## src/rtl/core/wams_pkg.sv

```systemverilog
// shared codes, limits and the result record of the weighted adjacency matrix store
`default_nettype none

package wams_pkg;

    localparam int NODES_REG_BITS = 5;
    localparam int NODE_BITS      = 4;
    localparam int OUT_W_BITS     = 16;
    localparam int EDGE_BITS      = 7;
    localparam int RESULT_CAP     = 16;
    localparam int CAP_BITS       = $clog2(RESULT_CAP + 1);

    localparam logic [NODES_REG_BITS-1:0] NODES_RESET = 5'd16;
    localparam logic [NODE_BITS-1:0]      DEGREE_MAX  = 4'd15;
    localparam logic [EDGE_BITS-1:0]      EDGE_MAX    = 7'd127;

    // register index, taken from paddr[2]
    localparam logic REG_NODES_IN_USE = 1'b0;

    localparam logic [1:0] CMD_ADD    = 2'd0;
    localparam logic [1:0] CMD_QUERY  = 2'd1;
    localparam logic [1:0] CMD_LIST   = 2'd2;
    localparam logic [1:0] CMD_DEGREE = 2'd3;

    localparam logic STATUS_OK     = 1'b0;
    localparam logic STATUS_REJECT = 1'b1;

    typedef struct packed {
        logic                  status;
        logic [OUT_W_BITS-1:0] weight;
        logic [NODE_BITS-1:0]  neighbor;
        logic                  found;
        logic [NODE_BITS-1:0]  degree;
        logic                  last;
    } t_result;

endpackage

`default_nettype wire

```

## src/rtl/core/weighted_adjacency_matrix_store_top.sv

```systemverilog
// top level: weight matrix memory, command sequencer and configuration port
`default_nettype none

// Weighted adjacency matrix store. An item is taken when start is high and busy is low;
// busy stays high until the item's last result is on the ports. Results appear at most one per
// cycle, each for exactly one cycle while o_valid is high; there is no way to stall them.
// A command rejected at once never raises busy. Add edge does a check read, then one write
// for each direction, and is rejected when the check finds an edge already there. A listing
// or degree scan walks up to n row entries, n being the clamped node count (a listing stops
// after RESULT_CAP hits); the single read port fetches one row entry per cycle. For any item
// but one rejected at once, the item's last result is on the ports in the cycle at whose end
// the next item can be taken. Listing results are held back by one hit, so the final one can
// carry last. After reset the memory is cleared one entry per cycle, 4**ceil(log2(MAX_NODES))
// entries (256 at the defaults), with busy high; config writes still land.
module weighted_adjacency_matrix_store_top #(
    parameter int MAX_NODES   = 16,
    parameter int WEIGHT_BITS = 16
) (
    input  wire logic                                  i_clk,
    input  wire logic                                  i_rst_n,
    input  wire logic                                  start,
    output      logic                                  busy,
    input  wire logic [1:0]                            i_cmd,
    input  wire logic [wams_pkg::NODE_BITS-1:0]        i_node_u,
    input  wire logic [wams_pkg::NODE_BITS-1:0]        i_node_v,
    input  wire logic [15:0]                           i_edge_weight,
    output      logic                                  o_valid,
    output      logic                                  o_status,
    output      logic [wams_pkg::OUT_W_BITS-1:0]       o_result_weight,
    output      logic [wams_pkg::NODE_BITS-1:0]        o_neighbor_node,
    output      logic                                  o_neighbor_found,
    output      logic [wams_pkg::NODE_BITS-1:0]        o_degree_count,
    output      logic [wams_pkg::EDGE_BITS-1:0]        o_edge_total,
    output      logic                                  o_last,
    input  wire logic                                  psel,
    input  wire logic                                  penable,
    input  wire logic                                  pwrite,
    input  wire logic [2:0]                            paddr,
    input  wire logic [31:0]                           pwdata,
    output      logic [31:0]                           prdata,
    output      logic                                  pready
);
    import wams_pkg::*;

    localparam int IW    = $clog2(MAX_NODES);
    localparam int AW    = 2 * IW;
    localparam int DEPTH = 1 << AW;
    localparam int NB    = $clog2(MAX_NODES + 1);
    localparam int CW    = (NB > NODES_REG_BITS) ? NB : NODES_REG_BITS;

    typedef enum logic [6:0] {
        S_CLEAR   = 7'b0000001,
        S_IDLE    = 7'b0000010,
        S_ADD_CHK = 7'b0000100,
        S_ADD_WR2 = 7'b0001000,
        S_QUERY   = 7'b0010000,
        S_SCAN    = 7'b0100000,
        S_FIN     = 7'b1000000
    } t_state;

    // weight memory, rows padded to a power of two
    logic [WEIGHT_BITS-1:0] r_mem [DEPTH];
    logic [WEIGHT_BITS-1:0] r_rdata;
    logic                   w_we;
    logic [AW-1:0]          w_waddr;
    logic [AW-1:0]          w_raddr;
    logic [WEIGHT_BITS-1:0] w_wdata;

    t_state                 r_state, n_state;
    logic [AW-1:0]          r_clr, n_clr;
    logic [IW-1:0]          r_u, n_u;
    logic [IW-1:0]          r_v, n_v;
    logic [WEIGHT_BITS-1:0] r_w, n_w;
    logic [CW-1:0]          r_col, n_col;
    logic [NODE_BITS-1:0]   r_deg, n_deg;
    logic [CAP_BITS-1:0]    r_k, n_k;
    logic                   r_pend, n_pend;
    logic [WEIGHT_BITS-1:0] r_pw, n_pw;
    logic [IW-1:0]          r_pn, n_pn;
    logic                   r_is_list, n_is_list;
    logic [EDGE_BITS-1:0]   r_edges, n_edges;
    logic [NODES_REG_BITS-1:0] r_nodes;
    logic                   r_valid, n_valid;
    t_result                r_res, n_res;

    logic [CW-1:0]          w_bound;
    logic [CW-1:0]          w_col_nx;
    logic                   w_u_ok;
    logic                   w_v_ok;
    logic [WEIGHT_BITS-1:0] w_in;
    logic                   w_hit;

    always_ff @(posedge i_clk) begin
        if (w_we) begin
            r_mem[w_waddr] <= w_wdata;
        end
        r_rdata <= r_mem[w_raddr];
    end

    // effective node count, clamped to 1 .. MAX_NODES
    always_comb begin
        if (r_nodes == '0) begin
            w_bound = CW'(1);
        end else if (CW'(r_nodes) > CW'(MAX_NODES)) begin
            w_bound = CW'(MAX_NODES);
        end else begin
            w_bound = CW'(r_nodes);
        end
    end

    assign w_u_ok   = CW'(i_node_u) < w_bound;
    assign w_v_ok   = CW'(i_node_v) < w_bound;
    assign w_in     = WEIGHT_BITS'(i_edge_weight);
    assign w_col_nx = r_col + CW'(1);
    assign w_hit    = r_rdata != '0;

    always_comb begin
        n_state   = r_state;
        n_clr     = r_clr;
        n_u       = r_u;
        n_v       = r_v;
        n_w       = r_w;
        n_col     = r_col;
        n_deg     = r_deg;
        n_k       = r_k;
        n_pend    = r_pend;
        n_pw      = r_pw;
        n_pn      = r_pn;
        n_is_list = r_is_list;
        n_edges   = r_edges;
        n_valid   = 1'b0;
        n_res     = '0;
        w_we      = 1'b0;
        w_waddr   = r_clr;
        w_wdata   = '0;
        w_raddr   = '0;

        unique case (r_state)
            S_CLEAR: begin
                w_we  = 1'b1;
                n_clr = r_clr + AW'(1);
                if (r_clr == AW'(DEPTH - 1)) begin
                    n_state = S_IDLE;
                end
            end
            S_IDLE: begin
                if (start) begin
                    n_u       = IW'(i_node_u);
                    n_v       = IW'(i_node_v);
                    n_w       = w_in;
                    n_is_list = i_cmd == CMD_LIST;
                    n_col     = '0;
                    n_deg     = '0;
                    n_k       = '0;
                    n_pend    = 1'b0;
                    unique case (i_cmd)
                        CMD_ADD: begin
                            if (w_u_ok && w_v_ok && i_node_u != i_node_v && w_in != '0) begin
                                w_raddr = {IW'(i_node_u), IW'(i_node_v)};
                                n_state = S_ADD_CHK;
                            end else begin
                                n_valid      = 1'b1;
                                n_res.status = STATUS_REJECT;
                                n_res.last   = 1'b1;
                            end
                        end
                        CMD_QUERY: begin
                            if (w_u_ok && w_v_ok) begin
                                w_raddr = {IW'(i_node_u), IW'(i_node_v)};
                                n_state = S_QUERY;
                            end else begin
                                n_valid      = 1'b1;
                                n_res.status = STATUS_REJECT;
                                n_res.last   = 1'b1;
                            end
                        end
                        CMD_LIST, CMD_DEGREE: begin
                            if (w_u_ok) begin
                                w_raddr = {IW'(i_node_u), IW'(0)};
                                n_state = S_SCAN;
                            end else begin
                                n_valid      = 1'b1;
                                n_res.status = STATUS_REJECT;
                                n_res.last   = 1'b1;
                            end
                        end
                    endcase
                end
            end
            S_ADD_CHK: begin
                if (!w_hit) begin
                    w_we    = 1'b1;
                    w_waddr = {r_u, r_v};
                    w_wdata = r_w;
                    n_state = S_ADD_WR2;
                end else begin
                    n_valid      = 1'b1;
                    n_res.status = STATUS_REJECT;
                    n_res.last   = 1'b1;
                    n_state      = S_IDLE;
                end
            end
            S_ADD_WR2: begin
                w_we    = 1'b1;
                w_waddr = {r_v, r_u};
                w_wdata = r_w;
                if (r_edges != EDGE_MAX) begin
                    n_edges = r_edges + EDGE_BITS'(1);
                end
                n_valid      = 1'b1;
                n_res.status = STATUS_OK;
                n_res.last   = 1'b1;
                n_state      = S_IDLE;
            end
            S_QUERY: begin
                n_valid      = 1'b1;
                n_res.status = STATUS_OK;
                n_res.weight = OUT_W_BITS'(r_rdata);
                n_res.last   = 1'b1;
                n_state      = S_IDLE;
            end
            S_SCAN: begin
                // r_rdata holds column r_col; fetch the next one
                w_raddr = {r_u, IW'(w_col_nx)};
                n_col   = w_col_nx;
                if (w_hit) begin
                    if (r_deg != DEGREE_MAX) begin
                        n_deg = r_deg + NODE_BITS'(1);
                    end
                    n_pw   = r_rdata;
                    n_pn   = IW'(r_col);
                    n_pend = 1'b1;
                    n_k    = r_k + CAP_BITS'(1);
                    // a new hit releases the one held back
                    if (r_pend && r_is_list) begin
                        n_valid         = 1'b1;
                        n_res.status    = STATUS_OK;
                        n_res.weight    = OUT_W_BITS'(r_pw);
                        n_res.neighbor  = NODE_BITS'(r_pn);
                        n_res.found     = 1'b1;
                    end
                end
                if (w_col_nx >= w_bound ||
                    (r_is_list && w_hit && r_k == CAP_BITS'(RESULT_CAP - 1))) begin
                    n_state = S_FIN;
                end
            end
            S_FIN: begin
                n_valid      = 1'b1;
                n_res.status = STATUS_OK;
                n_res.last   = 1'b1;
                if (r_is_list) begin
                    if (r_pend) begin
                        n_res.weight   = OUT_W_BITS'(r_pw);
                        n_res.neighbor = NODE_BITS'(r_pn);
                        n_res.found    = 1'b1;
                    end
                end else begin
                    n_res.degree = r_deg;
                end
                n_state = S_IDLE;
            end
            default: begin
                n_state = S_IDLE;
            end
        endcase
    end

    always_ff @(posedge i_clk) begin
        if (!i_rst_n) begin
            r_state <= S_CLEAR;
            r_clr   <= '0;
            r_edges <= '0;
            r_valid <= 1'b0;
        end else begin
            r_state <= n_state;
            r_clr   <= n_clr;
            r_edges <= n_edges;
            r_valid <= n_valid;
        end
    end

    always_ff @(posedge i_clk) begin
        r_u       <= n_u;
        r_v       <= n_v;
        r_w       <= n_w;
        r_col     <= n_col;
        r_deg     <= n_deg;
        r_k       <= n_k;
        r_pend    <= n_pend;
        r_pw      <= n_pw;
        r_pn      <= n_pn;
        r_is_list <= n_is_list;
        r_res     <= n_res;
    end

    // configuration register
    always_ff @(posedge i_clk) begin
        if (!i_rst_n) begin
            r_nodes <= NODES_RESET;
        end else if (psel && penable && pwrite && pready && paddr[2] == REG_NODES_IN_USE) begin
            r_nodes <= pwdata[NODES_REG_BITS-1:0];
        end
    end

    assign pready = 1'b1;
    assign prdata = (paddr[2] == REG_NODES_IN_USE) ? 32'(r_nodes) : 32'd0;

    assign busy             = r_state != S_IDLE;
    assign o_valid          = r_valid;
    assign o_status         = r_res.status;
    assign o_result_weight  = r_res.weight;
    assign o_neighbor_node  = r_res.neighbor;
    assign o_neighbor_found = r_res.found;
    assign o_degree_count   = r_res.degree;
    assign o_edge_total     = r_edges;
    assign o_last           = r_res.last;

endmodule

`default_nettype wire
```

## config.mk

```make
export PLATFORM = sky130hd
export DESIGN_NAME = weighted_adjacency_matrix_store_top
export DESIGN_NICKNAME = d
export VERILOG_FILES = /design/src/rtl/core/wams_pkg.sv /design/src/rtl/core/weighted_adjacency_matrix_store_top.sv
export SDC_FILE = /design/constraint.sdc
export NUM_CORES = 2
export LEC_CHECK = 0
export BUFFER_PORTS_ARGS = -buffer_cell sky130_fd_sc_hd__clkbuf_2
export CAP_MARGIN = 10
export CELL_PAD_IN_SITES_DETAIL_PLACEMENT = 0
export CELL_PAD_IN_SITES_GLOBAL_PLACEMENT = 1
export CORE_MARGIN = 3
export CORE_UTILIZATION = 45
export CTS_CLUSTER_SIZE = 14
export DETAILED_ROUTE_END_ITERATION = 16
export PLACE_DENSITY = 0.67
export SYNTH_ARGS = -nofsm -noshare
export SYNTH_HDL_FRONTEND = slang
export SYNTH_SLANG_ARGS = --single-unit
```

## constraint.sdc

```tcl
create_clock -name i_clk -period 15.3 [get_ports i_clk]
set_input_delay 4.59 -clock i_clk [delete_from_list [all_inputs] [get_ports i_clk]]
set_output_delay 4.59 -clock i_clk [all_outputs]
set_load 0.05 [all_outputs]
```

After elaboration in Yosys (flattened, before gate mapping):

Memories as Yosys holds them, arrays and structs flattened. A register that Yosys moved wholly into a read port is not among the register bits.
Cells that the tools add are included.

* word-level logic and storage cells: 137
* memories kept: 1
* input bits: 67
* output and inout bits: 69
* RAM bits: 4096
* bits in registers: 115

* reductions and logical operators: 26
* $lt $le $gt $ge: 4
* add/subtract/negate cells: 5
* mux-type cells: 54
* bitwise gates (word level): 2
* equal/unequal tests: 24

Memory list
* r_mem: words 256, bits a word 16, rd ports 1, clocked after memory_dff 1, write ports 1, RTL line weighted_adjacency_matrix_store_top.sv:62 `logic [WEIGHT_BITS-1:0] r_mem [DEPTH];`

Operators by type and width (count)
* $mux W21: 4
* $pmux W16 S3: 1
* $mux W7: 6
* $mux W8: 5
* $pmux W16 S2: 1
* $pmux W8 S2: 2
* $reduce_bool A16 Y1: 2
* $pmux W5 S2: 3
* $pmux W7 S4: 1
* $mux W5: 5
* $pmux W8 S3: 1
* $pmux W7 S3: 1
* $mux W16: 1
* $mux W4: 4
* $mux W1: 12
* $add A5 B1 Y5 const B: 2
* $lt A4 B5 Y1: 2
* $ne A2 B2 Y1 const B: 5
* $logic_and A1 B1 Y1: 9
* $ne A3 B3 Y1 const B: 3
* $pmux W1 S3: 3
* $add A8 B1 Y8 const B: 1
* $eq A8 B8 Y1 const B: 1
* $pmux W4 S2: 1
* 31 further kinds: 39

Depth between registers and ports, before layout:

* depth after elaboration: 11
* gate-level depth with buffers: 20
* mapped depth without buffers: 14

Worst setup path after synthesis:

Ideal clock, no wire load.

* path type: input port to output port
* start: in paddr[2]
* end: out prdata[0]
* arrival time: 5279 ps
* stages on the path: 1
* data required time: 10710 ps
* slack: 5431 ps
* path buffers: 0
* cells stage by stage: nor2b_1

* word-level cells in the longest chain between the ends: 1

RTL lines
* start, declared: RTL line weighted_adjacency_matrix_store_top.sv:38 `input wire logic [2:0] paddr,`
* $mux W5: RTL line weighted_adjacency_matrix_store_top.sv:307 `assign prdata = (paddr[2] == REG_NODES_IN_USE) ? 32'(r_nodes) : 32'd0;`
* end, declared: RTL line weighted_adjacency_matrix_store_top.sv:40 `output logic [31:0] prdata,`

Every way passes these cells.

Final worst setup path:

* start: in i_node_v[2] in the netlist's numbering
* end: reg r_rdata[2], read port of r_mem

* word-level cells in the longest chain between the ends: 8
* elaborated cells on any way between the ends: 10
* those cells by class: 1 x order compare; 1 x eq/ne; 5 x mux; 3 x reduce/logical

RTL lines
* start, declared: RTL line weighted_adjacency_matrix_store_top.sv:25 `input wire logic [wams_pkg::NODE_BITS-1:0] i_node_v,`
* $lt A4 B5 Y1: RTL line weighted_adjacency_matrix_store_top.sv:112 `assign w_v_ok = CW'(i_node_v) < w_bound;`
* $logic_and A1 B1 Y1: RTL line weighted_adjacency_matrix_store_top.sv:158, weighted_adjacency_matrix_store_top.sv:168
* $logic_and A1 B1 Y1 (2 in series): RTL line weighted_adjacency_matrix_store_top.sv:158 `if (w_u_ok && w_v_ok && i_node_u != i_node_v && w_in != '0) begin`
* $mux W8: RTL line weighted_adjacency_matrix_store_top.sv:158
* $pmux W8 S3 (*): RTL line weighted_adjacency_matrix_store_top.sv:156 `unique case (i_cmd)`
* $mux W8 (*): RTL line weighted_adjacency_matrix_store_top.sv:147 `if (start) begin`
* $pmux W8 S2 (*): RTL line weighted_adjacency_matrix_store_top.sv:138 `unique case (r_state)`
* end, declared: RTL line weighted_adjacency_matrix_store_top.sv:63 `logic [WEIGHT_BITS-1:0] r_rdata;`

Mark *: on every way between the ends. The rest lies on a longest branch, timed or not.
A chain may end at the register's enable or synchronous reset.

==> results by stage <==
Synth:
- Sorting the synthesized cells by how often they occur yields sky130_fd_sc_hd__edfxtp_1 (4156), sky130_fd_sc_hd__nand2_1 (2973), sky130_fd_sc_hd__nand3_1 (691).
- Counting flops with an async set or reset pin after synthesis yields a share of 0.
- The number of synthesized flops with an enable pin is 4156.
- The most numerous cell in the Yosys netlist is sky130_fd_sc_hd__edfxtp_1.
- After synthesis, the netlist uses 84 different library cells.
- The average instance in the mapped netlist occupies 13.8 µm².
- The number of cells produced by synthesis is 12.1k.
- In the synthesized netlist the dominant register cell turns out to be sky130_fd_sc_hd__edfxtp_1.
- The synthesis-stage register bit count is 4227.
- Yosys attributes the largest share of cell area to sky130_fd_sc_hd__edfxtp_1 (74%), sky130_fd_sc_hd__nand2_1 (6.6%), sky130_fd_sc_hd__a311oi_1 (2.8%).
- The cell area that synthesis handed to floorplanning was 0.168 mm².
- During synthesis, Yosys emitted a total of 0 warnings.
- The share of synthesized area occupied by flip-flops and latches is 0.751.
- The cell accounting for the most synthesized area is sky130_fd_sc_hd__edfxtp_1.
- Of the post-synthesis cell area, the dominant cell type holds 0.743.

Clock tree:
- Clock-pin slew was measured on the worst setup and hold paths at 0.06 ns.
- Clock latency on the worst-skew pair, taken at its later pin, is 1.01 ns.
- The root buffer cell is sky130_fd_sc_hd__clkbuf_16.
- The H-tree was split into 5 levels.
- Clock tree synthesis inserted a total of 436 buffers.
- The clock net in this run drives a total of 4227 sinks.
- Counting along the longest clock path gives a buffer depth of 4.
- Hold repair after CTS inserted 0 buffers.
- After clock tree synthesis, the setup repair step added 0 buffers.
- After clock tree synthesis, the repair step resized 0 gates.
- The TritonCTS clock tree is done.

Critical path:
- Walking the worst path, the cells encountered are clkbuf_2 > ha_1 > a21o_1 > a21oi_1 > a2bb2oi_2 > and4_4 > nor2_4 > buf_4 > buf_4 > a211oi_1 > a311oi_1 > o41ai_2 > nand4_1 > a21oi_1 > o221ai_1.
- The slowest cell on the critical path is sky130_fd_sc_hd__o41ai_2.
- The critical path startpoint category is a primary input.
- The critical path is of the primary input to flop type.
- The type of element capturing the critical path is a flop.
- The cell family contributing the most delay on the critical path is compound AO/OA/AOI/OAI gates.
- The largest single stage delay on the critical path is 1.03 ns.
- The data arrival time of the critical path is 10.84 ns.
- The count of buffering cells on the critical path with inverters included is 3.
- The maximum net fanout on the critical path is 57.
- Data on the critical path is required at its endpoint by 16.14 ns.

Layout:
- The layout has 30.9k filler cells.
- After routing the design area is 0.189 mm².
- The final instance count without filler cells is 17.5k.
- The number of nets in the final layout is 12.3k.
- Compared with the post-synthesis result, the final layout area differs by 12.7%.
- The fraction of layout cells with a size suffix above 1 is 0.116.
- The post-route core utilization is 0.512.

Global routing:
- Entering global routing, the biggest net connects 200 pins.
- The number of global-route vias before repair was 103k.
- For this run the aggregate overflow at the end of global routing stands at 0.
- In the global route stage, overall resource usage came out at 0.277.
- The number of antenna violations at the first check in global routing is 32.
- The first-pass GRT wire length is 764 mm.

Power:
- The share of total power dissipated in the clock network is 0.453.
- The design draws 23.2 mW.
- The internal portion of the total power is 18.6 mW.
- In this run the power density over the cells is 123 mW/mm².
- The share of total power dissipated in sequential elements is 0.541.
- In this run the static leakage power is 61.7 nW.
- The combinational power share is 0.006.
- The analysis attributes to net switching a power of 4.59 mW.
- The maximum ir drop on the vdd rail is 106 µV.
- The switching portion of total power is 0.198.

Place:
- Port buffering added 78 buffers.
- The total placed cells including tap cells is 16.7k.
- The total placed instance area is 0.175 mm².
- At the end of routability-driven placement, the weighted congestion stood at 0.874.
- The post-placement worst setup slack is 4.47 ns.
- Detailed placement finished with a half-perimeter wire length of 298 mm.

Detailed routing:
- The number of DRC markers after the initial detailed-route iteration is 14.8k.
- Across all layers, the routed design uses 109k vias.
- The detail route stage leaves a number of antenna-violating nets equal to 0.
- Before antenna repair, the detailed router went through 8 iterations.
- After detailed routing, the number of remaining DRC violations is 0.
- In the routed layout, each cell is associated on average with a via count of 6.24.
- Dividing the detail-routed wire length by the instance count gives 31.0 µm.
- The wire length reported by the detailed router is 543 mm.

Timing:
- The final-layout setup total negative slack is 0 ns.
- On the final layout, the worst clock skew is 0.0929 ns.
- At the pin with the least slew margin, the transition time is 1.31 ns.
- The final hold violation count is 0.
- The count of final setup violators is 0.
- Dividing the final minimum period by the clock period gives 0.654.
- Setup repair after global routing left no endpoint under its margin.
- The highest clock rate is 0.100 GHz.
- The normalized max-slew margin is 0.113.
- The number of pins exceeding their max-slew limit in the final report came to 0.
- Setup slack on the critical path of the routed design comes to 5.30 ns.
- The final critical-path required period is 10.00 ns.
- Across all hold checks on the routed design, the worst slack comes to 0.458 ns.

Floorplan:
- The die area is 0.381 mm².
- The initial utilization of the core area, before any placement, comes to 0.454.
- The die boundary height is 617 µm.
- The die width is 617 µm.
- The area of the placeable core is 0.370 mm².
- After floorplanning, the core was divided into 223 placement rows.
- The number of top-level pins is 136.

Run status:
- The run finished with clean final reports.

Min path:
- The type of the worst min-delay path is flop to flop.

Job:
- Across the run, the number of max-cap violations was 0.
-- per-layer routing --
| layer | wire, µm | GRT usage |
|---|---|---|
| met1 | 216000 | 0.386 |
| met2 | 249000 | 0.431 |
| met3 | 51500 | 0.0454 |
| met4 | 26400 | 0.121 |
| met5 | 34 | 0 |
-- registers in the layout, indices dropped and copies added, names as in the netlist, 5 cells and up --
register         cells
o_edge_total         7
o_result_weight     16
r_clr                8
r_col                5
r_k                  5
r_mem             4096
r_nodes              5
r_pw                16
r_rdata             16
r_state              7
r_w                 16
-- power by group through the flow --
| stage | logic (mW) | registers [mW] | clock network, mW |
|---|---|---|---|
| after floorplan | 0.0626 | 12.8 | 0 |
| final | 0.130 | 12.6 | 10.5 |
| after global routing | 0.131 | 12.6 | 11.1 |
| after global placement | 0.126 | 12.8 | 0 |
| after detailed placement | 0.127 | 12.8 | 0 |
| after CTS | 0.128 | 12.6 | 10.6 |
-- cell type report --
cell class / instances / area [µm²] / area share
Timing Repair Buffer: 577 / 4690 / 0.0248
Tap cell: 4950 / 6190 / 0.0327
Inverter: 13 / 51.3 / 0.000271
Antenna cell: 19 / 47.5 / 0.000251
Sequential cell: 4227 / 126000 / 0.666
Clock inverter: 239 / 2360 / 0.0125
Multi-Input combinational cell: 6947 / 38100 / 0.201
Clock buffer: 557 / 11700 / 0.0620
-- layout by cell type (no fill, tap or decap), types with 98 or more instances in the layout --
master,count
sky130_fd_sc_hd__nand3_1,675
sky130_fd_sc_hd__edfxtp_1,4156
sky130_fd_sc_hd__a21oi_1,215
sky130_fd_sc_hd__and3_1,555
sky130_fd_sc_hd__buf_4,452
sky130_fd_sc_hd__nor4_1,106
sky130_fd_sc_hd__nor2_2,160
sky130_fd_sc_hd__clkinv_1,98
sky130_fd_sc_hd__a31oi_1,313
sky130_fd_sc_hd__nor2_1,125
sky130_fd_sc_hd__nand2_1,2973
sky130_fd_sc_hd__a311oi_1,538
sky130_fd_sc_hd__a211oi_1,529
sky130_fd_sc_hd__clkbuf_16,441
-- worst register-to-register path, delay by kind of cell (launching register included) --
family | cells | cell delay [ns]
AO/OA/AOI/OAI | 8 | 3.23
adder cells (fa/ha/maj) | 1 | 0.27
buffers and inverters | 3 | 1.07
flip-flops | 1 | 0.49
AND/OR/NAND/NOR | 4 | 1.71
-- kinds of logic (layout without fill, tap and decap cells) --
logic type	Yosys count	count (layout)	synth area share
XOR/XNOR	21	21	0.00109
flip-flops	4227	4227	0.751
buffers and inverters	986	1386	0.0284
adder cells (fa/ha/maj)	17	17	0.00127
AO/OA/AOI/OAI	2095	2095	0.0924
multiplexers	18	18	0.00112
AND/OR/NAND/NOR	4768	4768	0.124
other	2	47	0.0000447
-- final timing paths --
path | cells past startpoint | from | to | slack (ns)
worst max-delay path | 15 | i_node_v[2] | r_rdata[2] | 5.30
worst min-delay path | 1 | r_pn[0] | o_neighbor_node[0] | 0.46
worst max register to register | 16 | r_nodes[4] | r_rdata[2] | 8.38
worst min register to register | 1 | r_pn[0] | o_neighbor_node[0] | 0.46
Power figures use the tool's default switching activity.
